### src/rtl/letter_and_pair_histogram_defines.svh
// assertion macros for the letter and pair histogram
`ifndef LETTER_AND_PAIR_HISTOGRAM_DEFINES_SVH
`define LETTER_AND_PAIR_HISTOGRAM_DEFINES_SVH

// same-cycle implication, checked out of reset
`define LPH_ASSERT_NOW(lbl, ante, cons) \
  lbl: assert property (@(posedge clk) disable iff (rst) (ante) |-> (cons)) \
    else $error("same-cycle check failed");

// next-cycle implication, checked out of reset
`define LPH_ASSERT_NEXT(lbl, ante, cons) \
  lbl: assert property (@(posedge clk) disable iff (rst) (ante) |=> (cons)) \
    else $error("next-cycle check failed");

`endif

### src/rtl/lph_pkg.sv
// types and constants shared by the letter and pair histogram
package lph_pkg;

  localparam int BYTE_W          = 8;
  localparam int PAIR_ADDR_W     = 2 * BYTE_W;
  localparam int LETTER_DEPTH    = 1 << BYTE_W;
  localparam int PAIR_DEPTH      = 1 << PAIR_ADDR_W;
  localparam int COUNT_OUT_WIDTH = 32;
  localparam int QUEUE_DEPTH     = 4;
  localparam int QUEUE_PTR_W     = $clog2(QUEUE_DEPTH);
  localparam int QUEUE_CNT_W     = $clog2(QUEUE_DEPTH + 1);

  localparam logic [1:0] OP_FEED        = 2'd0;
  localparam logic [1:0] OP_READ_LETTER = 2'd1;
  localparam logic [1:0] OP_READ_PAIR   = 2'd2;
  localparam logic [1:0] OP_NONE        = 2'd3;

  localparam logic [BYTE_W-1:0] CHAR_UPPER_A = 8'h41;
  localparam logic [BYTE_W-1:0] CHAR_UPPER_Z = 8'h5a;
  localparam logic [BYTE_W-1:0] CHAR_LOWER_A = 8'h61;
  localparam logic [BYTE_W-1:0] CHAR_LOWER_Z = 8'h7a;
  localparam logic [BYTE_W-1:0] CASE_OFFSET  = 8'h20;

  typedef struct packed {
    logic [1:0]        opcode;
    logic [BYTE_W-1:0] char_byte;
    logic [BYTE_W-1:0] second_byte;
    logic              text_end;
  } in_item_t;

  typedef struct packed {
    logic [COUNT_OUT_WIDTH-1:0] count_value;
    logic                       is_pair;
  } out_item_t;

  typedef enum logic [1:0] {
    CMD_FEED,
    CMD_READ_LETTER,
    CMD_READ_PAIR
  } cmd_kind_t;

  typedef struct packed {
    cmd_kind_t              kind;
    logic                   letter_en;
    logic                   pair_en;
    logic [BYTE_W-1:0]      letter_addr;
    logic [PAIR_ADDR_W-1:0] pair_addr;
  } cmd_t;

  typedef struct packed {
    logic full;
    logic not_empty;
  } q_status_t;

  typedef enum logic [1:0] {
    B_CLEAR,
    B_IDLE,
    B_UPDATE
  } back_state_t;

endpackage

### src/rtl/lph_front.sv
// front end: accepts items, folds case, tracks the predecessor byte and builds commands
module lph_front (
  input  logic                clk,
  input  logic                rst,
  input  logic                cfg_we,
  input  logic                cfg_wdata,
  input  lph_pkg::in_item_t   item,
  input  logic                item_valid,
  output logic                item_stall,
  input  logic                clearing,
  input  lph_pkg::q_status_t  q_status,
  output logic                push,
  output lph_pkg::cmd_t       push_cmd
);

  import lph_pkg::*;

  logic              fold_case;
  logic [BYTE_W-1:0] previous_byte;
  logic              have_previous;

  logic              accept;
  logic [BYTE_W-1:0] folded;
  logic              is_letter;

  assign item_stall = q_status.full || clearing;
  assign accept     = item_valid && !item_stall;

  always_comb begin
    folded = item.char_byte;
    if (fold_case && (item.char_byte inside {[CHAR_UPPER_A:CHAR_UPPER_Z]})) begin
      folded = item.char_byte + CASE_OFFSET;
    end
    is_letter = folded inside {[CHAR_LOWER_A:CHAR_LOWER_Z]};
  end

  always_comb begin
    push_cmd = '{kind: CMD_FEED, letter_en: 1'b0, pair_en: 1'b0,
                 letter_addr: folded, pair_addr: {previous_byte, folded}};
    push     = 1'b0;
    case (item.opcode)
      OP_FEED: begin
        push_cmd.letter_en = is_letter;
        push_cmd.pair_en   = have_previous;
        push               = accept && (is_letter || have_previous);
      end
      OP_READ_LETTER: begin
        push_cmd.kind        = CMD_READ_LETTER;
        push_cmd.letter_addr = item.char_byte;
        push                 = accept;
      end
      OP_READ_PAIR: begin
        push_cmd.kind      = CMD_READ_PAIR;
        push_cmd.pair_addr = {item.char_byte, item.second_byte};
        push               = accept;
      end
      default: begin
        push = 1'b0;
      end
    endcase
  end

  always_ff @(posedge clk) begin
    if (rst) begin
      fold_case     <= 1'b1;
      previous_byte <= '0;
      have_previous <= 1'b0;
    end else begin
      if (cfg_we) begin
        fold_case <= cfg_wdata;
      end
      if (accept && item.opcode == OP_FEED) begin
        previous_byte <= folded;
        have_previous <= !item.text_end;
      end
    end
  end

endmodule

### config.mk
export PLATFORM = sky130hd
export DESIGN_NAME = lph_front
export DESIGN_NICKNAME = d
export VERILOG_FILES = /design/src/rtl/letter_and_pair_histogram_defines.svh /design/src/rtl/lph_pkg.sv /design/src/rtl/lph_front.sv
export SDC_FILE = /design/constraint.sdc
export NUM_CORES = 1
export LEC_CHECK = 0
export BUFFER_PORTS_ARGS = -buffer_cell sky130_fd_sc_hd__buf_4
export CORE_MARGIN = 4
export CORE_UTILIZATION = 35
export DETAILED_ROUTE_END_ITERATION = 6
export PLACE_DENSITY = 0.66
export SYNTH_ARGS = -nofsm -noshare
export SYNTH_HDL_FRONTEND = slang
export SYNTH_SLANG_ARGS = --single-unit
export TNS_END_PERCENT = 30
### constraint.sdc
create_clock -name clk -period 1.8 [get_ports clk]
set_input_delay 0.18 -clock clk [delete_from_list [all_inputs] [get_ports clk]]
set_output_delay 0.18 -clock clk [all_outputs]
set_load 0.01 [all_outputs]
### Word level (Yosys, flattened, before mapping)

Cells that the tools add are included.

* register bits: 10
* bits of input ports: 27

* add/subtract/negate cells: 1
* $lt $le $gt $ge: 4
* equality and inequality tests: 2
* mux-type cells: 6
* reductions and logical operators: 12

Operator list (number)
* $ge A8 B7 Y1 const B: 2
* $le A8 B7 Y1 const B: 2
* $mux W16: 1
* $mux W8: 2
* $add A8 B6 Y8 const B: 1
* $logic_and A1 B1 Y1: 6
* $pmux W2 S2: 1
* $eq A2 B1 Y1 const B: 1
* $eq A2 B2 Y1 const B: 1
* $logic_not A1 Y1: 2
* $logic_not A2 Y1: 1
* $logic_or A1 B1 Y1: 2
* $mux W2: 1
* $pmux W1 S2: 1
* $reduce_or A2 Y1: 1

### Longest topological paths before layout

Gate-level depths: netlist of the first run.

* depth after elaboration: 9
* gate-level depth with buffers: 6
* depth with buffers taken out: 5

### Worst setup path after synthesis of the first run

No wires, ideal clock.

* kind: input port to output port
* start point: input item[14] (netlist bit)
* end point: output push
* arrival: 1.301 ns
* setup slack: 0.319 ns
* stages on the path: 4
* path buffers: 0
* path through: ha_1 a31oi_1 or4_4 a2111oi_4

* word-level cells in the longest chain between the ends: 9
* elaborated cells on any way between the ends: 12
* those cells by class: 1 x add/sub; 4 x order compare; 2 x mux; 5 x reduce/logical

RTL lines
* from (decl): RTL line lph_front.sv:7 `input lph_pkg::in_item_t item,`
* $ge A8 B7 Y1 / $le A8 B7 Y1 (equally long branches): RTL line lph_front.sv:31 `if (fold_case && (item.char_byte inside {[CHAR_UPPER_A:CHAR_UPPER_Z]})) begin`
* $logic_and A1 B1 Y1 (2 in a row): RTL line lph_front.sv:31
* $mux W8 (*): RTL line lph_front.sv:31
* $ge A8 B7 Y1 / $le A8 B7 Y1 (equally long branches): RTL line lph_front.sv:34 `is_letter = folded inside {[CHAR_LOWER_A:CHAR_LOWER_Z]};`
* $logic_and A1 B1 Y1 (*): RTL line lph_front.sv:34
* $logic_or A1 B1 Y1 (*): RTL line lph_front.sv:45 `push = accept && (is_letter || have_previous);`
* $logic_and A1 B1 Y1 (*): RTL line lph_front.sv:45
* $pmux W1 S2 (*): RTL line lph_front.sv:41 `case (item.opcode)`
* to (decl): RTL line lph_front.sv:12 `output logic push,`

Mark *: on every way between the ends. The rest lies on a longest branch, timed or not.

==> summary.txt, run 1 <==
Timing
  – Slew Limit Fails: 0
  – Clock period minus worst slack: 1.76 ns
  – Fin crit share: 98.0%
  – Slew margin rel.: 73.0%
  – Worst-Margin Slew: 0.405 ns
  – Max Clk Rate: 567 MHz
  – RSZ-0062 raised after global routing: yes
  – Setup Skew: 0.00524 ns
  – # setup viols final: 0
  – Hold Vio Cnt, Final: 0

Critical path
  – Critical Path Sink Type: output pin
  – Critical Path AT: 1.58 ns
  – Critical path required time: 1.62 ns
  – CP max FO: 7
  – Critical path class: in2out
  – Critical path launch point type: input pin

Run
  – MaxCap Viol Count: 0

Cells and area
  – Final Cell Area: 0.00134 sq mm
  – Layout cells sized above 1: 50.6%
  – Syn-to-layout area delta: 56.1%
  – Nets: 195
  – FILL cells: 213
  – Final core occ: 58.8%
  – Antenna cells: 0

Pwr
  – Peak VDD IR: 312 uV
  – Total design power: 0.000687 W
  – Power Density: 514 mW/mm^2
  – Leakage: 0.616 nW

Synthesis
  – XOR/XNOR share of the synthesized area: 0%
  – Main combinational cell family by area after synthesis: compound AO/OA/AOI/OAI gates
  – Post-synthesis cell area: 857 sq um
  – Syn Inst Count: 106
  – Sequential area share after synthesis: 23.4%
  – Synth Net Count: 138
  – Mux share of post-synthesis cell area: 14.5%
  – Cell variety after synth: 31
  – Compound-Gate Fraction of Synth Area: 24.2%
  – Simple-gate share of the synthesized area: 21.0%
  – Dominant synthesized flop cell: dfxtp_1
  – Async SR Flop Fraction: 0%
  – EDFF count, synth: 0
  – Syn avg cell area: 8.09 sq um
  – Synth Warn #: 0
  – Synth Area in Adders: 7.30%
  – Yosys reg bits: 10

Min path
  – Worst hold path class: in2reg

Global route
  – Remaining Overflow, GRT: 0
  – Initial antenna violation count: 0
  – Largest net degree at the start of global routing: 18
  – Gr usage total: 15.5%
  – Number of global-route vias before repair: 963
  – Global-route wire length before repair: 4.16 mm

Die
  – FP Rows: 17
  – Initial Util: 37.7%
  – IO Pins: 57
  – Die Span Y: 57.5 um
  – Die area: 0.00330 sq mm
  – Core Area: 0.00228 sq mm
  – Die W: 57.5 um

Route
  – Avg WL per Cell: 13.2 um
  – Via density: 4.96
  – Routed Antenna Nets: 0
  – DRC Markers: 0
  – DR vias: 943
  – Iter 0 DRT Violations: 28
  – Routed Wire Length: 2.52 mm
  – 1st-pass router iterations: 4

Outcome
  – Status: completed

Clocking
  – Root Buffer: clkbuf_4
  – TritonCTS clock tree: built
  – Clk buf depth: 2
  – H-Tree Depth: 1
  – Clk_lat worst skew: 0.27 ns
  – Worst-path clk slew: 0.07 ns
  – Cts bufs inserted: 3
  – CTS Hold Buffers Added: 0
  – Clk sink count: 10

Place
  – Placer Congestion: 0.877
  – Port bufs: 55
  – Post-detail-place hpwl: 2.05 mm
  – DP Area: 0.00129 sq mm
[cells by family (layout without fill, tap and decap cells)]
kind of cell / Yosys count / in the layout
mux: 11 / 11
simple gates: 37 / 37
compound gates: 26 / 26
fa+ha+maj: 5 / 5
buf+inv: 17 / 73
flops: 10 / 10
[through the flow]
stage | instances | TNS, ns | setup WS [ns] | hold WS (ns)
floorplan | 106 | 0 | 0.319 | 0.276
global placement | 185 | 0 | 0.0569 | 0.361
detailed placement | 185 | 0 | 0.0394 | 0.367
CTS | 190 | 0 | 0.0271 | 0.0801
global route | 190 | -0.0936 | -0.0497 | 0.0865
finish | 190 | 0 | 0.0366 | 0.0864
[synthesized netlist by cell type, drive strengths merged (2+ instances only)]
| library cell | count | area (sq um) |
|---|---|---|
| a21oi | 9 | 45.0 |
| buf | 5 | 37.5 |
| clkbuf | 4 | 15.0 |
| dfxtp | 10 | 200 |
| ha | 5 | 62.6 |
| inv | 8 | 30.0 |
| mux2 | 11 | 124 |
| nand2 | 17 | 63.8 |
| nand2b | 3 | 18.8 |
| nor2 | 7 | 28.8 |
| nor3 | 2 | 10.0 |
| o21ai | 4 | 31.3 |
| o31a | 4 | 35.0 |
| or4 | 2 | 22.5 |
[repair_timing]
item	4_1_cts	5_1_grt
buffers inserted	1	0
gates cloned	0	0
gates resized for setup	2	1
pin swaps	0	0
hold endpoints to repair	0	0
endpoints found under the setup margin	1	4
[report_power, final]
part | leakage, nW | switching [W] | total, W | internal (W)
Clock | 0.0210 | 0.0000885 | 0.000211 | 0.000123
Sequential | 0.0812 | 0.00000227 | 0.000228 | 0.000225
Combinational | 0.514 | 0.000114 | 0.000248 | 0.000134
[registers in the layout, summed over array words and instances, names as in the netlist]
signal and cells:
have_previous 1, previous_byte 8, fold_case 1
[placed cells by master, fill, tap and decap left out, types with 2 or more instances in the layout]
master / synthesis / final
inv_1: 8 / 8
a21oi_1: 9 / 9
nor2_1: 6 / 6
nor3_1: 2 / 2
mux2_2: 11 / 11
dfxtp_1: 10 / 9
nand2_1: 17 / 17
o21ai_0: 3 / 2
nand2b_1: 3 / 3
or4_4: 2 / 2
ha_1: 5 / 5
buf_4: 5 / 61
clkbuf_4: 0 / 3
o31a_1: 4 / 4
[area by class of cell]
type | count | area [sq um] | share of cell area, %
multi-input cells | 79 | 574 | 42.9
well taps | 28 | 35.0 | 2.62
inverters | 8 | 30.0 | 2.25
repair buffers | 61 | 458 | 34.2
flip-flops and latches | 10 | 204 | 15.2
clock buffers | 4 | 36.3 | 2.71
[final timing paths]
path,startpoint,end,slack [ns],cells after the start
hold reg to reg,previous_byte[3],previous_byte[3],0.46,2
setup reg to reg,fold_case,previous_byte[6],0.71,4
setup / recovery,item[9],push_cmd[5],0.04,6
hold / removal,item[0],have_previous,0.09,2
[worst max-delay path: stages]
cell	delay, ns
buf_4	0.13
or4_4	0.55
o21ai_4	0.22
nor3_1	0.11
o31a_1	0.24
buf_4	0.14
[routing by layer]
metal / vias up / share of wire (%) / GRT usage (%)
met2: 26 / 52 / 27.9
met3: 6 / 5.4 / 3.17
met1: 425 / 41 / 17.4
met5: - / 0 / 0
li1: 486 / - / -
met4: 0 / 2.0 / 6.62
Power figures use the tool's default switching activity.
==> run 2, diff against run 1 <==
- CORE_MARGIN: 4 -> default
==> run 2 against run 1 <==
  * Maximum frequency shrank 0.94%
  * Die area shrank 20%
  * Clock power down 29%
  * Cell count down 1.1%
  * Worst setup slack worse by 0.017 ns
  * Wire length fell by 9.3%
  * Utilization is 0.11 points lower
  * Combinational power hardly changed
  * Design area down 1.1%
  * Hold slack better by 0.013 ns
  * Total power down 9.4%
  * Non-clock buffer count fell by 1
  * Largest cell class unchanged
==> summary.txt, run 2 (synthesized netlist as in run 1, its figures left out) <==
Route
  – DR vias: 931 (was 943)
  – Via density: 4.95 (was 4.96)
  – Routed Antenna Nets: 0 (unchanged)
  – 1st-pass router iterations: 3 (was 4)
  – Iter 0 DRT Violations: 7 (was 28)
  – Routed Wire Length: 2.28 mm (was 2.52 mm)
  – Avg WL per Cell: 12.1 um (was 13.2 um)
  – DRC Markers: 0 (unchanged)

Clocking
  – Worst-path clk slew: 0.06 ns (was 0.07 ns)
  – Cts bufs inserted: 3 (unchanged)
  – Post-CTS setup buffers: 0 (was 1)
  – H-Tree Depth: 1 (unchanged)
  – TritonCTS clock tree: built (unchanged)
  – Root Buffer: clkbuf_4 (unchanged)
  – Clk sink count: 10 (unchanged)
  – Clk buf depth: 2 (unchanged)
  – Clk_lat worst skew: 0.26 ns (was 0.27 ns)

Cells and area
  – Post-Layout Cell Count: 188 (was 190)
  – Biggest regs: previous_byte: 8 flops, fold_case: 1 flops, have_previous: 1 flops (unchanged)
  – Antenna cells: 0 (unchanged)
  – Layout cells sized above 1: 50.6% (about the same)
  – Syn-to-layout area delta: 54.3% (was 56.1%)
  – Top reg by flops: previous_byte (unchanged)
  – Commonest non-fill, non-tap cell in the layout: buf_4 (unchanged)
  – Final core occ: 58.7% (was 58.8%)
  – Number of flip-flops in the largest register: 8 (unchanged)
  – Nets: 194 (was 195)
  – Most frequent cells in the layout: buf_4 (60), nand2_1 (17), mux2_2 (11), a21oi_1 (9), dfxtp_1 (9) (was buf_4 (61), nand2_1 (17), mux2_2 (11), a21oi_1 (9), dfxtp_1 (9))

Timing
  – Clock period minus worst slack: 1.78 ns (was 1.76 ns)
  – RSZ-0062 raised after global routing: yes (unchanged)
  – Slew margin rel.: 72.5% (was 73.0%)
  – Setup Skew: 0.000449 ns (was 0.00524 ns)
  – Max Clk Rate: 562 MHz (was 567 MHz)
  – Hold Vio Cnt, Final: 0 (unchanged)
  – # setup viols final: 0 (unchanged)
  – Slew Limit Fails: 0 (unchanged)
  – Worst-Margin Slew: 0.411 ns (was 0.405 ns)
  – Fin crit share: 98.9% (was 98.0%)

Die
  – IO Pins: 57 (unchanged)
  – Die area: 0.00265 sq mm (was 0.00330 sq mm)
  – Die Span Y: 51.5 um (was 57.5 um)
  – Initial Util: 38.0% (was 37.7%)
  – Die W: 51.5 um (was 57.5 um)
  – Core Area: 0.00225 sq mm (was 0.00228 sq mm)
  – FP Rows: 17 (unchanged)

Global route
  – Initial antenna violation count: 0 (unchanged)
  – Number of global-route vias before repair: 827 (was 963)
  – Global-route wire length before repair: 3.67 mm (was 4.16 mm)
  – Remaining Overflow, GRT: 0 (unchanged)
  – Gr usage total: 18.1% (was 15.5%)
  – Largest net degree at the start of global routing: 13 (was 18)

Critical path
  – Top cell by count, worst path: buf_4 (unchanged)
  – Slowest stage delay, CP: 0.55 ns (about the same)
  – Critical Path Sink Type: output pin (unchanged)
  – Worst R2R Start: fold_case (unchanged)
  – Critical Path Sink: push_cmd[5] (unchanged)
  – CP startpoint: item[9] (unchanged)
  – R2r worst-path depth: 3 (was 4)
  – R2r setup slk: 0.81 ns (was 0.71 ns)
  – Critical path required time: 1.62 ns (about the same)
  – Critical Path AT: 1.60 ns (was 1.58 ns)
  – CP max FO: 7 (unchanged)
  – Critical path class: in2out (unchanged)
  – Slowest stage cell, crit path: or4_4 (unchanged)
  – CP cell instances: buf_4, or4_4, o21ai_4, nor3_1, o31a_1, buf_4 (unchanged)
  – R2R Path End: previous_byte[6] (unchanged)
  – Critical path launch point type: input pin (unchanged)

Pwr
  – Sw Ratio: 30.1% (was 29.8%)
  – Sequential share of power: 36.7% (was 33.1%)
  – Switching power: 0.000188 W (was 0.000205 W)
  – Clk pwr share: 24.0% (was 30.7%)
  – Pint: 0.000435 W (was 0.000483 W)
  – Peak VDD IR: 434 uV (was 312 uV)
  – Comb power frac: 39.3% (was 36.1%)
  – Leakage: 0.604 nW (was 0.616 nW)
  – Power Density: 471 mW/mm^2 (was 514 mW/mm^2)

Place
  – Port bufs: 55 (unchanged)
  – Post-detail-place hpwl: 1.83 mm (was 2.05 mm)
  – Placed Instances: 185 (unchanged)
  – Placer Congestion: 0.777 (was 0.877)

Run
  – MaxCap Viol Count: 0 (unchanged)

Outcome
  – Status: completed (unchanged)

Min path
  – Worst hold path class: in2reg (unchanged)
-- run 2: cell count changes in the layout (fill, tap and decap cells not counted), sizes merged --
cell,previous run,this run
clkbuf,4,3
buf,61,60
-- run 2: worst min-delay path by stage --
| stage | from | endpoint | cells past startpoint |
|---|---|---|---|
| floorplan | item[0] | have_previous | 1 |
| global placement | item[0] | have_previous | 2 |
| detailed placement | item[0] | have_previous | 2 |
| CTS | item[0] | have_previous | 2 |
| global route | item[0] | have_previous | 2 |
| finish | item[0] | have_previous | 2 |
-- run 2: routing by layer --
layer / GRT usage [%] / vias to the layer above / routed length, um
met4: 1.35 / 0 / 0
met5: 0 / - / 0
met2: 31.2 / 29 / 1150
li1: - / 485 / -
met1: 23.4 / 417 / 1010
met3: 4.76 / 0 / 119
-- run 2: worst max-delay path, delay by kind of cell --
family          cells  cell delay, ns
simple gates        2            0.67
buf+inv             2            0.27
compound gates      2            0.48
-- run 2: power by group through the flow --
stage	Sequential, W	Combinational, W	Clock (W)
after floorplan	0.000234	0.000118	0
after global placement	0.000234	0.000239	0
after detailed placement	0.000234	0.000245	0
after CTS	0.000229	0.000246	0.000158
after global routing	0.000229	0.000265	0.000170
final	0.000229	0.000245	0.000150
-- run 2: area by class of cell --
cell class                 count  area, sq um
fill                         224          932
multi-input combinational     79          581
timing repair buffer          60          450
sequential                    10          204
tap                           28         35.0
inverter                       8         30.0
clock buffer                   3         22.5
-- run 2: metrics by stage --
stage | instance area, sq um | total power (W) | hold WS (ns) | TNS (ns) | worst slack (ns)
floorplan | 857 | 0.000352 | 0.276 | 0 | 0.319
global placement | 1290 | 0.000473 | 0.365 | 0 | 0.0554
detailed placement | 1290 | 0.000479 | 0.369 | 0 | 0.0292
CTS | 1310 | 0.000633 | 0.0905 | 0 | 0.0114
global route | 1320 | 0.000664 | 0.106 | -0.0992 | -0.0621
finish | 1320 | 0.000623 | 0.0989 | 0 | 0.0199
-- run 2: timing repair --
action | CTS | global route
resized for setup | 1 | 2
hold buffers | 0 | 0
setup endpoints to repair | 1 | 3
