[config.mk]
export PLATFORM = sky130hd
export DESIGN_NAME = lph_queue
export DESIGN_NICKNAME = d
export VERILOG_FILES = /design/src/rtl/letter_and_pair_histogram_defines.svh /design/src/rtl/lph_pkg.sv /design/src/rtl/lph_queue.sv
export SDC_FILE = /design/constraint.sdc
export NUM_CORES = 1
export LEC_CHECK = 0
export ABC_AREA = 1
export BUFFER_PORTS_ARGS = -buffer_cell sky130_fd_sc_hd__buf_2
export CORE_UTILIZATION = 50
export DETAILED_ROUTE_END_ITERATION = 8
export PLACE_DENSITY = 0.71
export SETUP_SLACK_MARGIN = 0.1
export SKIP_LAST_GASP = 1
export SYNTH_ARGS = -nofsm -noshare
export SYNTH_HDL_FRONTEND = slang
export SYNTH_SLANG_ARGS = --single-unit
[constraint.sdc]
create_clock -name clk -period 1.75 [get_ports clk]
set_input_delay 0.35 -clock clk [delete_from_list [all_inputs] [get_ports clk]]
set_output_delay 0.35 -clock clk [all_outputs]
set_load 0.05 [all_outputs]
[src/rtl/letter_and_pair_histogram_defines.svh]
// assertion macros for the letter and pair histogram
`ifndef LETTER_AND_PAIR_HISTOGRAM_DEFINES_SVH
`define LETTER_AND_PAIR_HISTOGRAM_DEFINES_SVH

// same-cycle implication, checked out of reset
`define LPH_ASSERT_NOW(lbl, ante, cons) \
  lbl: assert property (@(posedge clk) disable iff (rst) (ante) |-> (cons)) \
    else $error("same-cycle check failed");

// next-cycle implication, checked out of reset
`define LPH_ASSERT_NEXT(lbl, ante, cons) \
  lbl: assert property (@(posedge clk) disable iff (rst) (ante) |=> (cons)) \
    else $error("next-cycle check failed");

`endif

[src/rtl/lph_pkg.sv]
// types and constants shared by the letter and pair histogram
package lph_pkg;

  localparam int BYTE_W          = 8;
  localparam int PAIR_ADDR_W     = 2 * BYTE_W;
  localparam int LETTER_DEPTH    = 1 << BYTE_W;
  localparam int PAIR_DEPTH      = 1 << PAIR_ADDR_W;
  localparam int COUNT_OUT_WIDTH = 32;
  localparam int QUEUE_DEPTH     = 4;
  localparam int QUEUE_PTR_W     = $clog2(QUEUE_DEPTH);
  localparam int QUEUE_CNT_W     = $clog2(QUEUE_DEPTH + 1);

  localparam logic [1:0] OP_FEED        = 2'd0;
  localparam logic [1:0] OP_READ_LETTER = 2'd1;
  localparam logic [1:0] OP_READ_PAIR   = 2'd2;
  localparam logic [1:0] OP_NONE        = 2'd3;

  localparam logic [BYTE_W-1:0] CHAR_UPPER_A = 8'h41;
  localparam logic [BYTE_W-1:0] CHAR_UPPER_Z = 8'h5a;
  localparam logic [BYTE_W-1:0] CHAR_LOWER_A = 8'h61;
  localparam logic [BYTE_W-1:0] CHAR_LOWER_Z = 8'h7a;
  localparam logic [BYTE_W-1:0] CASE_OFFSET  = 8'h20;

  typedef struct packed {
    logic [1:0]        opcode;
    logic [BYTE_W-1:0] char_byte;
    logic [BYTE_W-1:0] second_byte;
    logic              text_end;
  } in_item_t;

  typedef struct packed {
    logic [COUNT_OUT_WIDTH-1:0] count_value;
    logic                       is_pair;
  } out_item_t;

  typedef enum logic [1:0] {
    CMD_FEED,
    CMD_READ_LETTER,
    CMD_READ_PAIR
  } cmd_kind_t;

  typedef struct packed {
    cmd_kind_t              kind;
    logic                   letter_en;
    logic                   pair_en;
    logic [BYTE_W-1:0]      letter_addr;
    logic [PAIR_ADDR_W-1:0] pair_addr;
  } cmd_t;

  typedef struct packed {
    logic full;
    logic not_empty;
  } q_status_t;

  typedef enum logic [1:0] {
    B_CLEAR,
    B_IDLE,
    B_UPDATE
  } back_state_t;

endpackage

[src/rtl/lph_queue.sv]
// short command queue between front and back
module lph_queue (
  input  logic               clk,
  input  logic               rst,
  input  logic               push,
  input  lph_pkg::cmd_t      push_cmd,
  input  logic               pop,
  output lph_pkg::cmd_t      head,
  output lph_pkg::q_status_t q_status
);

  import lph_pkg::*;

  cmd_t                   entries [QUEUE_DEPTH];
  logic [QUEUE_PTR_W-1:0] wr_ptr;
  logic [QUEUE_PTR_W-1:0] rd_ptr;
  logic [QUEUE_CNT_W-1:0] fill;

  assign head               = entries[rd_ptr];
  assign q_status.full      = fill == QUEUE_CNT_W'(QUEUE_DEPTH);
  assign q_status.not_empty = fill != '0;

  always_ff @(posedge clk) begin
    if (push) begin
      entries[wr_ptr] <= push_cmd;
    end
  end

  always_ff @(posedge clk) begin
    if (rst) begin
      wr_ptr <= '0;
      rd_ptr <= '0;
      fill   <= '0;
    end else begin
      if (push) begin
        wr_ptr <= wr_ptr + 1'b1;
      end
      if (pop) begin
        rd_ptr <= rd_ptr + 1'b1;
      end
      case ({push, pop})
        2'b10:   fill <= fill + 1'b1;
        2'b01:   fill <= fill - 1'b1;
        default: fill <= fill;
      endcase
    end
  end

endmodule

After elaboration in Yosys (flattened, before gate mapping):

Memories as Yosys holds them, arrays and structs flattened. A register that Yosys moved wholly into a read port is not among the register bits.
Cells that the tools add are included.

* $add $sub $neg: 4
* $mul: 0
* div/mod/pow operators: 0
* magnitude comparators: 0
* eq/ne operators: 3
* shift operators: 0
* mux-type cells: 5
* bitwise logic cells: 0
* reduce and logical (&&, ||, !) cells: 2

Operator list (number)
* $pmux W3 S2: 1
* $add A2 B1 Y2 const B: 2
* $mux W2: 2
* $add A3 B1 Y3 const B: 1
* $eq A3 B3 Y1 const B: 1
* $reduce_bool A3 Y1: 1
* $sub A3 B1 Y3 const B: 1
* $eq A2 B1 Y1 const B: 1
* $eq A2 B2 Y1 const B: 1
* $mux W1: 2
* $reduce_bool A2 Y1: 1

* flip-flop bits (word level): 7
* bits in latches: 0
* RAM bits: 112
* memory bits (read-only): 0
* input bits: 32
* output and inout port bits: 30
* word-level logic and storage cells: 18
* memories kept: 1

Memory list
* entries: depth 4, width 28, read ports 1, clocked after Yosys merged registers in 1, wr ports 1, RTL line lph_queue.sv:14 `cmd_t entries [QUEUE_DEPTH];`

Logic depth before layout (Yosys ltp):

Gate-level depths: netlist of run 1.

* depth after elaboration: 3
* depth in mapped cells: 8
* mapped depth without buffers: 8

Least setup slack after synthesis of run 1:

No wires, ideal clock.

* path type: register -> output
* from: reg (tool-made name)
* to: out head[12] in the netlist's numbering
* arrival: 1565 ps
* required time: 1400 ps
* setup slack: -165 ps
* cell stages (with the launch flop): 6
* path buffers: 2
* cell sequence: dfxtp_1 -> buf_6 -> inv_2 -> clkbuf_1 -> o21ai_0 -> o22ai_1

RTL lines
* to (decl): RTL line lph_queue.sv:8 `output lph_pkg::cmd_t head,`

==> results of run 1 <==
[path summary, 6_finish.rpt]
check                         start                       end  slack, ns
max                       flip-flop                  head[15]      -0.27
min                    push_cmd[11]  entries[0][11]$_DFFE_PP_       0.05
max reg2reg  wr_ptr[0]$_SDFFE_PP0P_   entries[0][2]$_DFFE_PP_       0.41
min reg2reg  rd_ptr[1]$_SDFFE_PP0P_                 flip-flop       0.43
[power by group through the flow]
| stage | combinational (uW) | clock, uW | sequential [uW] |
|---|---|---|---|
| 6_report | 1290 | 3510 | 3360 |
| 5_1_grt | 1360 | 3700 | 3370 |
| 4_1_cts | 1240 | 3530 | 3350 |
| 3_5_place_dp | 1000 | 0 | 3400 |
| 3_3_place_gp | 979 | 0 | 3400 |
| 2_1_floorplan | 721 | 0 | 3390 |
[through the flow]
stage	instance area [um^2]	total power (uW)
2_1_floorplan	4780	4113
3_3_place_gp	5290	4376
3_5_place_dp	5290	4402
4_1_cts	6341	8130
5_1_grt	6494	8433
6_report	6494	8169
[critical path, cell delays in order, from the launching register on]
cell,delay (ns)
dfxtp_4,0.40
inv_6,0.14
clkbuf_16,0.20
o21ai_1,0.07
o22ai_2,0.15
buf_6,0.19
[synthesized netlist by cell type, drive strengths merged]
cell	n	area share, %
clkinv	1	0.082
ha	5	1.4
dfxtp	9	3.9
inv	14	1.1
o21ai	61	6.6
nor2	66	5.4
clkbuf	7	0.57
fa	1	0.44
a21oi	3	0.33
buf	10	2.0
edfxtp	112	73
o22ai	28	3.8
xor2	1	0.19
nand2	10	0.82
nor3	1	0.11
nand4	1	0.14
[area by class of cell]
class                      count  share of cell area [%]
clock buffer                  20                   6.551
clock inverter                12                   2.697
inverter                      15                  0.9827
multi-input combinational    177                   18.71
sequential                   121                   54.74
tap                          108                   2.081
timing repair buffer          84                   14.24
[layout by cell type, fill, tap and decap left out, drive strengths merged, types with 3 or more instances in the layout]
| cell | n |
|---|---|
| a21oi | 3 |
| buf | 80 |
| bufinv | 4 |
| clkbuf | 23 |
| clkinv | 5 |
| clkinvlp | 3 |
| dfxtp | 9 |
| edfxtp | 112 |
| ha | 5 |
| inv | 15 |
| nand2 | 10 |
| nor2 | 66 |
| o21ai | 61 |
| o22ai | 28 |
[routing by layer]
metal	wire, um	up-vias	global-route usage (%)
li1	-	1391	-
met1	4242	1499	28.56
met5	0	-	0
met3	625	10	7.874
met4	113	0	8.858
met2	5345	99	36.62
[flip-flops by register name, summed over array words and instances (netlist names), named ones only]
signal   flops
entries    112
fill         3
rd_ptr       2
wr_ptr       2
[kinds of logic (layout without fill, tap and decap cells)]
logic type	Yosys count	in the layout	share of synthesized area, %
buffers and inverters	32	131	3.754
DFF	121	121	77.04
adders and majority gates	6	6	1.795
AOI/OAI and AO/OA	92	92	10.77
and+or+nand+nor	78	78	6.447
xor gates and xnor gates	1	1	0.1905
[repair_timing]
item | 4_1_cts | 5_1_grt
resized for setup | 113 | 29
buffers inserted | 2 | 0
setup endpoints to repair | 30 | 30
pin swaps | 15 | 5
hold buffers | 1 | 0
gates cloned | 5 | 3
endpoints found under the hold margin | 1 | 0
==> impl_metrics.ini, run 1 <==
[status]
outcome = finished, violations left
failed_checks = DRC, setup timing

[routing]
vias_per_cell = 5.585
route.detailed.drc = 5
vias = 2999
wire_per_inst_um = 19.23
drt-initial-drc-count = 209
drtPass1Iterations = 7
wl_um = 10330
ant_nets = 0

[power_and_ir_drop]
cell_internal_pwr_uw = 6096
p_sw_uw = 2073
vdd_drop_max_mv = 1.234
power_frac_comb_pct = 15.8
power.density_nw_per_um2 = 1258
swShare_pct = 25.38
clockPowerShare_pct = 43.0
seq_power_share_pct = 41.2
power_leakage_uw = 0.002419

[cells_and_area]
post_route_cells_drive_above_1_share_pct = 42.42
syn_to_final_growth_pct = 41.19
utilization_pct = 73.74
diodes = 0
finalNonFillerCells = 537
fillers = 540
seq_area_um2 = 3555
multi_input_area_um2 = 1215
nNetsFinal = 454

[floorplanning]
core_area_um2 = 8806
die-height_um = 97.91
die_area_um2 = 9586
die_w_um = 97.91
initial_core_util_pct = 52.23
ios = 62
rows = 34

[global_route]
grt_pass1_vias = 3115
grt_antenna_before_repair = 0
grt_max_degree = 29
grt_util_all_layers_pct = 22.78
overflow = 0
grt_pass1_wl_um = 15880

[synth]
ys_ff_latch = 121
ys.warnings.count = 0
netlist_area_um2 = 4599
synthCells = 330
avgSynthCellArea_um2 = 13.94
ys_types = 20
yosysSeqAreaShare_pct = 77.04
syn-num-nets = 368

[cts]
cts_max_level = 4
clk_latency_ns = 0.51
clk_pin_slew_ns = 0.06
clock_sinks = 121
cts_buffers = 17
cts_tree = built
clock-root-buffer = clkbuf_8
clock_tree.buffer_depth = 2

[timing]
hold_viol = 0
max-slew-margin-rel_pct = 80.60
rsz0062_at_grt = true
holdWs_ns = 0.04692
drv_slew = 0
setup-tns-final_ns = -6.521
fin_ws_ns = -0.2677
fin_skew_ns = 0.01644
tightest_slew_ns = 0.2910
post-route-period-util_pct = 115.3
fmax_ghz = 0.4956
finalCriticalPeriod_ns = 2.018
setup_viol = 28

[critical_path]
path_max_fanout = 11
ff2ff_path_depth = 5
crit_path_end_kind = output pin
worstPathRequired_ns = 1.40
worstSetupPathType = reg -> out
crit_path_start_kind = flip-flop
crit_arrival_ns = 1.67

[place]
gp_congestion = 0.7650
post-place-ws_ns = 0.05782
dpl.hpwl_um = 5207
dp.cells = 495
portBuffers = 61

[run]
max-cap-violations = 0

[min_path]
whs_path_depth = 1
hp-class = in -> reg
Power figures use the tool's default switching activity.
==> run 2, diff against run 1 <==
--- a/config.mk
+++ b/config.mk
@@ -7,9 +7,10 @@
 export LEC_CHECK = 0
 export ABC_AREA = 1
 export BUFFER_PORTS_ARGS = -buffer_cell sky130_fd_sc_hd__buf_2
+export CAP_MARGIN = 5
 export CORE_UTILIZATION = 50
 export DETAILED_ROUTE_END_ITERATION = 8
-export PLACE_DENSITY = 0.71
+export PLACE_DENSITY = 0.82
 export SETUP_SLACK_MARGIN = 0.1
 export SKIP_LAST_GASP = 1
 export SYNTH_ARGS = -nofsm -noshare
==> run 2 against run 1 <==
Effect of this change:
- the run still ends with DRC, setup timing left
- via count fell by 0.37%
- sequential share of layout area grew 1.8 points
- non-clock buffer count unchanged
- sequential cell count stayed put
- wire length shrank 1.8%
- sequential power about the same
- cell area decreased by 3.2%
- combinational power decreased by 5%
- core utilization is 2.3 points lower
- highest routed layer unchanged
==> impl_metrics.ini, run 2 (synthesis results as in run 1) <==
[floorplanning]
initial_core_util_pct = 52.23
die-height_um = 97.91
ios = 62
rows = 34
die_w_um = 97.91
die_area_um2 = 9586
core_area_um2 = 8806

[power_and_ir_drop]
p_sw_uw = 2086
power_leakage_uw = 0.002362
power_frac_comb_pct = 15.3
seq_power_share_pct = 41.9
cell_internal_pwr_uw = 5924
clockPowerShare_pct = 42.8
vdd_drop_max_mv = 0.6931
swShare_pct = 26.04
power.density_nw_per_um2 = 1274

[cells_and_area]
post_route_cells_drive_above_1_share_pct = 37.53
finalNonFillerCells = 537
nNetsFinal = 454
reg_top3 = entries: 112 flops, fill: 3 flops
finalInstanceArea_um2 = 6287
final_common_cell = edfxtp_1
syn_to_final_growth_pct = 36.70
diodes = 0
layout_common_cells = edfxtp_1, nor2_1, buf_2
largest_reg_flops = 112
largest_register = entries

[routing]
vias = 2988
ant_nets = 0
vias_per_cell = 5.564
wire_per_inst_um = 18.89
drt-initial-drc-count = 158
drtPass1Iterations = 6
route.detailed.drc = 8
wl_um = 10140

[cts]
clock_tree.buffer_depth = 2
clk_pin_slew_ns = 0.06
cts_max_level = 4
cts_buffers = 17
clock-root-buffer = clkbuf_8
clock_sinks = 121
clk_latency_ns = 0.52
cts_tree = built

[place]
placed_cell_area_um2 = 5288
post-place-ws_ns = 0.05751
portBuffers = 61
dpl.hpwl_um = 5562
dp.cells = 498
gp_congestion = 0.7058

[global_route]
grt_max_degree = 23
grt_pass1_vias = 3025
overflow = 0
grt_pass1_wl_um = 15320
grt_antenna_before_repair = 0
grt_util_all_layers_pct = 21.72

[timing]
fin_skew_ns = 0.008642
post-route-period-util_pct = 114.9
fmax_ghz = 0.4972
max-slew-margin-rel_pct = 75.54
hold_viol = 0
drv_slew = 0
finalCriticalPeriod_ns = 2.011
setup_viol = 28
setup-tns-final_ns = -5.886
fin_ws_ns = -0.2615
rsz0062_at_grt = true
tightest_slew_ns = 0.3669

[critical_path]
worstSetupPathType = reg -> out
rrSetupSlack_ns = 0.39
reg2reg_from = wr_ptr[0]$_SDFFE_PP0P_
crit_path_start_kind = flip-flop
crit_arrival_ns = 1.66
crit_path_end_kind = output pin
ff2ff_path_depth = 5
worstPathRequired_ns = 1.40
path_max_fanout = 10
worst_r2r_endpoint = entries[2][6]$_DFFE_PP_

[min_path]
whs_path_depth = 1
hp-class = in -> reg
hold-path-endpoint = entries[1][17]$_DFFE_PP_
hold_start = push_cmd[17]

[status]
outcome = finished, violations left
failed_checks = DRC, setup timing

[run]
max-cap-violations = 0
-- run 2: changes by cell type in the layout (fill, tap and decap cells not counted), moves of 2 or more --
cell      delta
o21ai_2     -18
o21ai_1     +15
buf_4        +7
o21ai_0      +5
nor2_1       +4
buf_12       -3
clkinv_4     +3
clkbuf_1     -2
nor2_2       -2
nor2_4       -2
o21ai_4      -2
-- run 2: timing repair --
item,CTS,global route
setup endpoints to repair,30,30
cloned,3,2
resized for setup,89,15
hold endpoints to repair,1,0
hold buffers,1,0
buffers inserted,1,0
pin swaps,5,2
-- run 2: power by group through the flow --
| stage | Sequential, uW | Combinational (uW) | Clock (uW) |
|---|---|---|---|
| floorplan | 3390 | 721 | 0 |
| global placement | 3400 | 971 | 0 |
| detailed placement | 3400 | 994 | 0 |
| CTS | 3350 | 1190 | 3450 |
| global route | 3370 | 1290 | 3600 |
| finish | 3360 | 1230 | 3430 |
-- run 2: worst max-delay path by stage --
stage	end	slack [ns]	cells past startpoint
finish	head[7]	-0.26	5
detailed placement	fill[2]$_SDFFE_PP0P_	0.06	8
global route	head[1]	-0.32	5
CTS	head[9]	-0.26	5
floorplan	head[1]	0.12	4
global placement	fill[2]$_SDFFE_PP0P_	0.13	8
-- run 2: layout make-up --
| class | count | area, um^2 |
|---|---|---|
| Sequential cell | 121 | 3552 |
| Fill cell | 548 | 2519 |
| Multi-Input combinational cell | 177 | 1104 |
| Timing Repair Buffer | 84 | 838.3 |
| Clock buffer | 18 | 417.9 |
| Clock inverter | 14 | 175.2 |
| Tap cell | 108 | 135.1 |
| Inverter | 15 | 65.06 |
-- run 2: per-layer routing --
layer	track usage (%)	vias up	wire length [um]
li1	-	1397	-
met1	26.70	1480	4346
met2	36.73	97	5169
met3	6.371	14	473
met4	7.576	0	154
met5	0	-	0
-- run 2: critical path, cell delays in order (launching register included) --
cell	delay [ns]
dfxtp_4	0.38
buf_4	0.17
clkbuf_16	0.17
nor2_1	0.16
o22ai_2	0.10
buf_6	0.17
-- run 2: metrics by stage --
| stage | utilization, % | power, uW | hold slack [ns] |
|---|---|---|---|
| 2_1_floorplan | - | 4113 | 0.4115 |
| 3_3_place_gp | 60.05 | 4367 | 0.4468 |
| 3_5_place_dp | 60.05 | 4397 | 0.4476 |
| 4_1_cts | 70.40 | 7993 | 0.03746 |
| 5_1_grt | 71.40 | 8260 | 0.03147 |
| 6_report | 71.40 | 8010 | 0.05141 |
==> run 3, diff against run 2 <==
--- a/config.mk
+++ b/config.mk
@@ -8,9 +8,10 @@
 export ABC_AREA = 1
 export BUFFER_PORTS_ARGS = -buffer_cell sky130_fd_sc_hd__buf_2
 export CAP_MARGIN = 5
-export CORE_UTILIZATION = 50
+export CORE_UTILIZATION = 57
+export CTS_CLUSTER_DIAMETER = 50
 export DETAILED_ROUTE_END_ITERATION = 8
-export PLACE_DENSITY = 0.82
+export PLACE_DENSITY = 0.9
 export SETUP_SLACK_MARGIN = 0.1
 export SKIP_LAST_GASP = 1
 export SYNTH_ARGS = -nofsm -noshare
==> run 3 against run 2 <==
Effect of this change:
- the flow finishes with violations (setup timing)
- highest routed layer unchanged
- final cell count decreased by 0.56%
- total power decreased by 2.8%
- sequential power about the same
- via count increased by 4.5%
- cell area increased by 0.42%
- count of clock-buffer cells in the layout increased by 2
- critical path type unchanged
- register-to-register slack improved by 0.02 ns
- combinational power increased by 4%
- sequential cell count unchanged
==> impl_metrics.ini, run 3 (synthesis results as in run 1) <==
[cells_and_area]
post_route_cells_drive_above_1_share_pct = 38.28
largest_reg_flops = 112
final_common_cell = edfxtp_1
largest_register = entries
layout_common_cells = edfxtp_1, nor2_1, buf_6
nNetsFinal = 456
utilization_pct = 81.28
finalInstanceArea_um2 = 6314
reg_top3 = entries: 112 flops, fill: 3 flops
syn_to_final_growth_pct = 37.27

[cts]
clk_pin_slew_ns = 0.06
cts_tree = built
clock_tree.buffer_depth = 2
clk_latency_ns = 0.51
cts_max_level = 4
clock_sinks = 121
clock-root-buffer = clkbuf_8
cts_buffers = 17

[routing]
wire_per_inst_um = 21.21
vias = 3121
ant_nets = 0
drt-initial-drc-count = 270
vias_per_cell = 5.845
drtPass1Iterations = 5
wl_um = 11330
route.detailed.drc = 0

[global_route]
grt_antenna_before_repair = 1
grt_util_all_layers_pct = 28.55
grt_max_degree = 29
grt_pass1_vias = 3307
grt_pass1_wl_um = 17100
overflow = 0

[timing]
post-route-period-util_pct = 116.9
fin_skew_ns = 0.008108
hold_viol = 0
setup-tns-final_ns = -6.493
max-slew-margin-rel_pct = 75.87
fin_ws_ns = -0.2957
fmax_ghz = 0.4888
finalCriticalPeriod_ns = 2.046
setup_viol = 28
tightest_slew_ns = 0.3582
rsz0062_at_grt = true
drv_slew = 0

[critical_path]
crit_path_start_kind = flip-flop
worstPathRequired_ns = 1.40
crit_arrival_ns = 1.70
worstSetupPathType = reg -> out
crit_path_end_kind = output pin
path_max_fanout = 11

[place]
portBuffers = 61
gp_congestion = 0.7321
dpl.hpwl_um = 5517
post-place-ws_ns = 0.07909
placed_cell_area_um2 = 5298

[floorplanning]
ios = 62
die-height_um = 91.83
initial_core_util_pct = 59.21
die_area_um2 = 8433
die_w_um = 91.83
core_area_um2 = 7767
rows = 32

[run]
max-cap-violations = 0

[power_and_ir_drop]
finalPower_uw = 7785
vdd_drop_max_mv = 0.8831
power.density_nw_per_um2 = 1233
power_leakage_uw = 0.002366

[status]
outcome = finished, violations left
failed_checks = setup timing

[min_path]
hp-class = in -> reg
==> run 3: worst paths after layout <==
check	start	endpoint	slack, ns	depth (start not counted)
max reg2reg	wr_ptr[0]$_SDFFE_PP0P_	entries[0][7]$_DFFE_PP_	0.41	5
max	flip-flop	head[23]	-0.30	4
min reg2reg	rd_ptr[1]$_SDFFE_PP0P_	flip-flop	0.45	1
min	push_cmd[11]	entries[3][11]$_DFFE_PP_	0.05	1
==> run 3: critical path, cell delays in order, from the launching register on <==
cell and delay (ns):
dfxtp_4 0.40, buf_12 0.15, o21ai_0 0.32, o22ai_2 0.14, buf_6 0.17
==> run 3: metal layers <==
layer  GRT usage (%)  vias to the layer above  wire length, um
met5               0                        -                0
met4           12.11                        0              258
met3           8.458                       24              970
met2           48.12                      190             5853
met1           34.40                     1501             4243
li1                -                     1406                -
==> run 3: area by class of cell <==
type / count / area [um^2]
Clock buffer: 20 / 425.4
Tap cell: 102 / 127.6
Sequential cell: 121 / 3555
Inverter: 15 / 68.82
Antenna cell: 1 / 2.502
Timing Repair Buffer: 86 / 905.9
Clock inverter: 12 / 107.6
Multi-Input combinational cell: 177 / 1121
Fill cell: 376 / 1454
==> run 3: what timing repair did <==
item,4_1_cts,5_1_grt
hold buffers,1,0
buffers inserted,1,1
gates cloned,4,3
gates resized for setup,91,26
setup endpoints to repair,30,30
pin swaps,2,3
hold endpoints to repair,1,0
==> run 3: stage by stage <==
stage          hold WS (ns)  instances
3_3_place_gp         0.4389        491
2_1_floorplan        0.4115        330
3_5_place_dp         0.4421        491
6_report            0.05492        534
5_1_grt             0.03191        534
4_1_cts             0.02931        529
==> run 3: power breakdown <==
part           switching [uW]  leakage (uW)  internal [uW]
logic                     807      0.000999            473
registers                61.9       0.00111           3300
clock network            1160      0.000262           1990
total                    2020       0.00237           5760
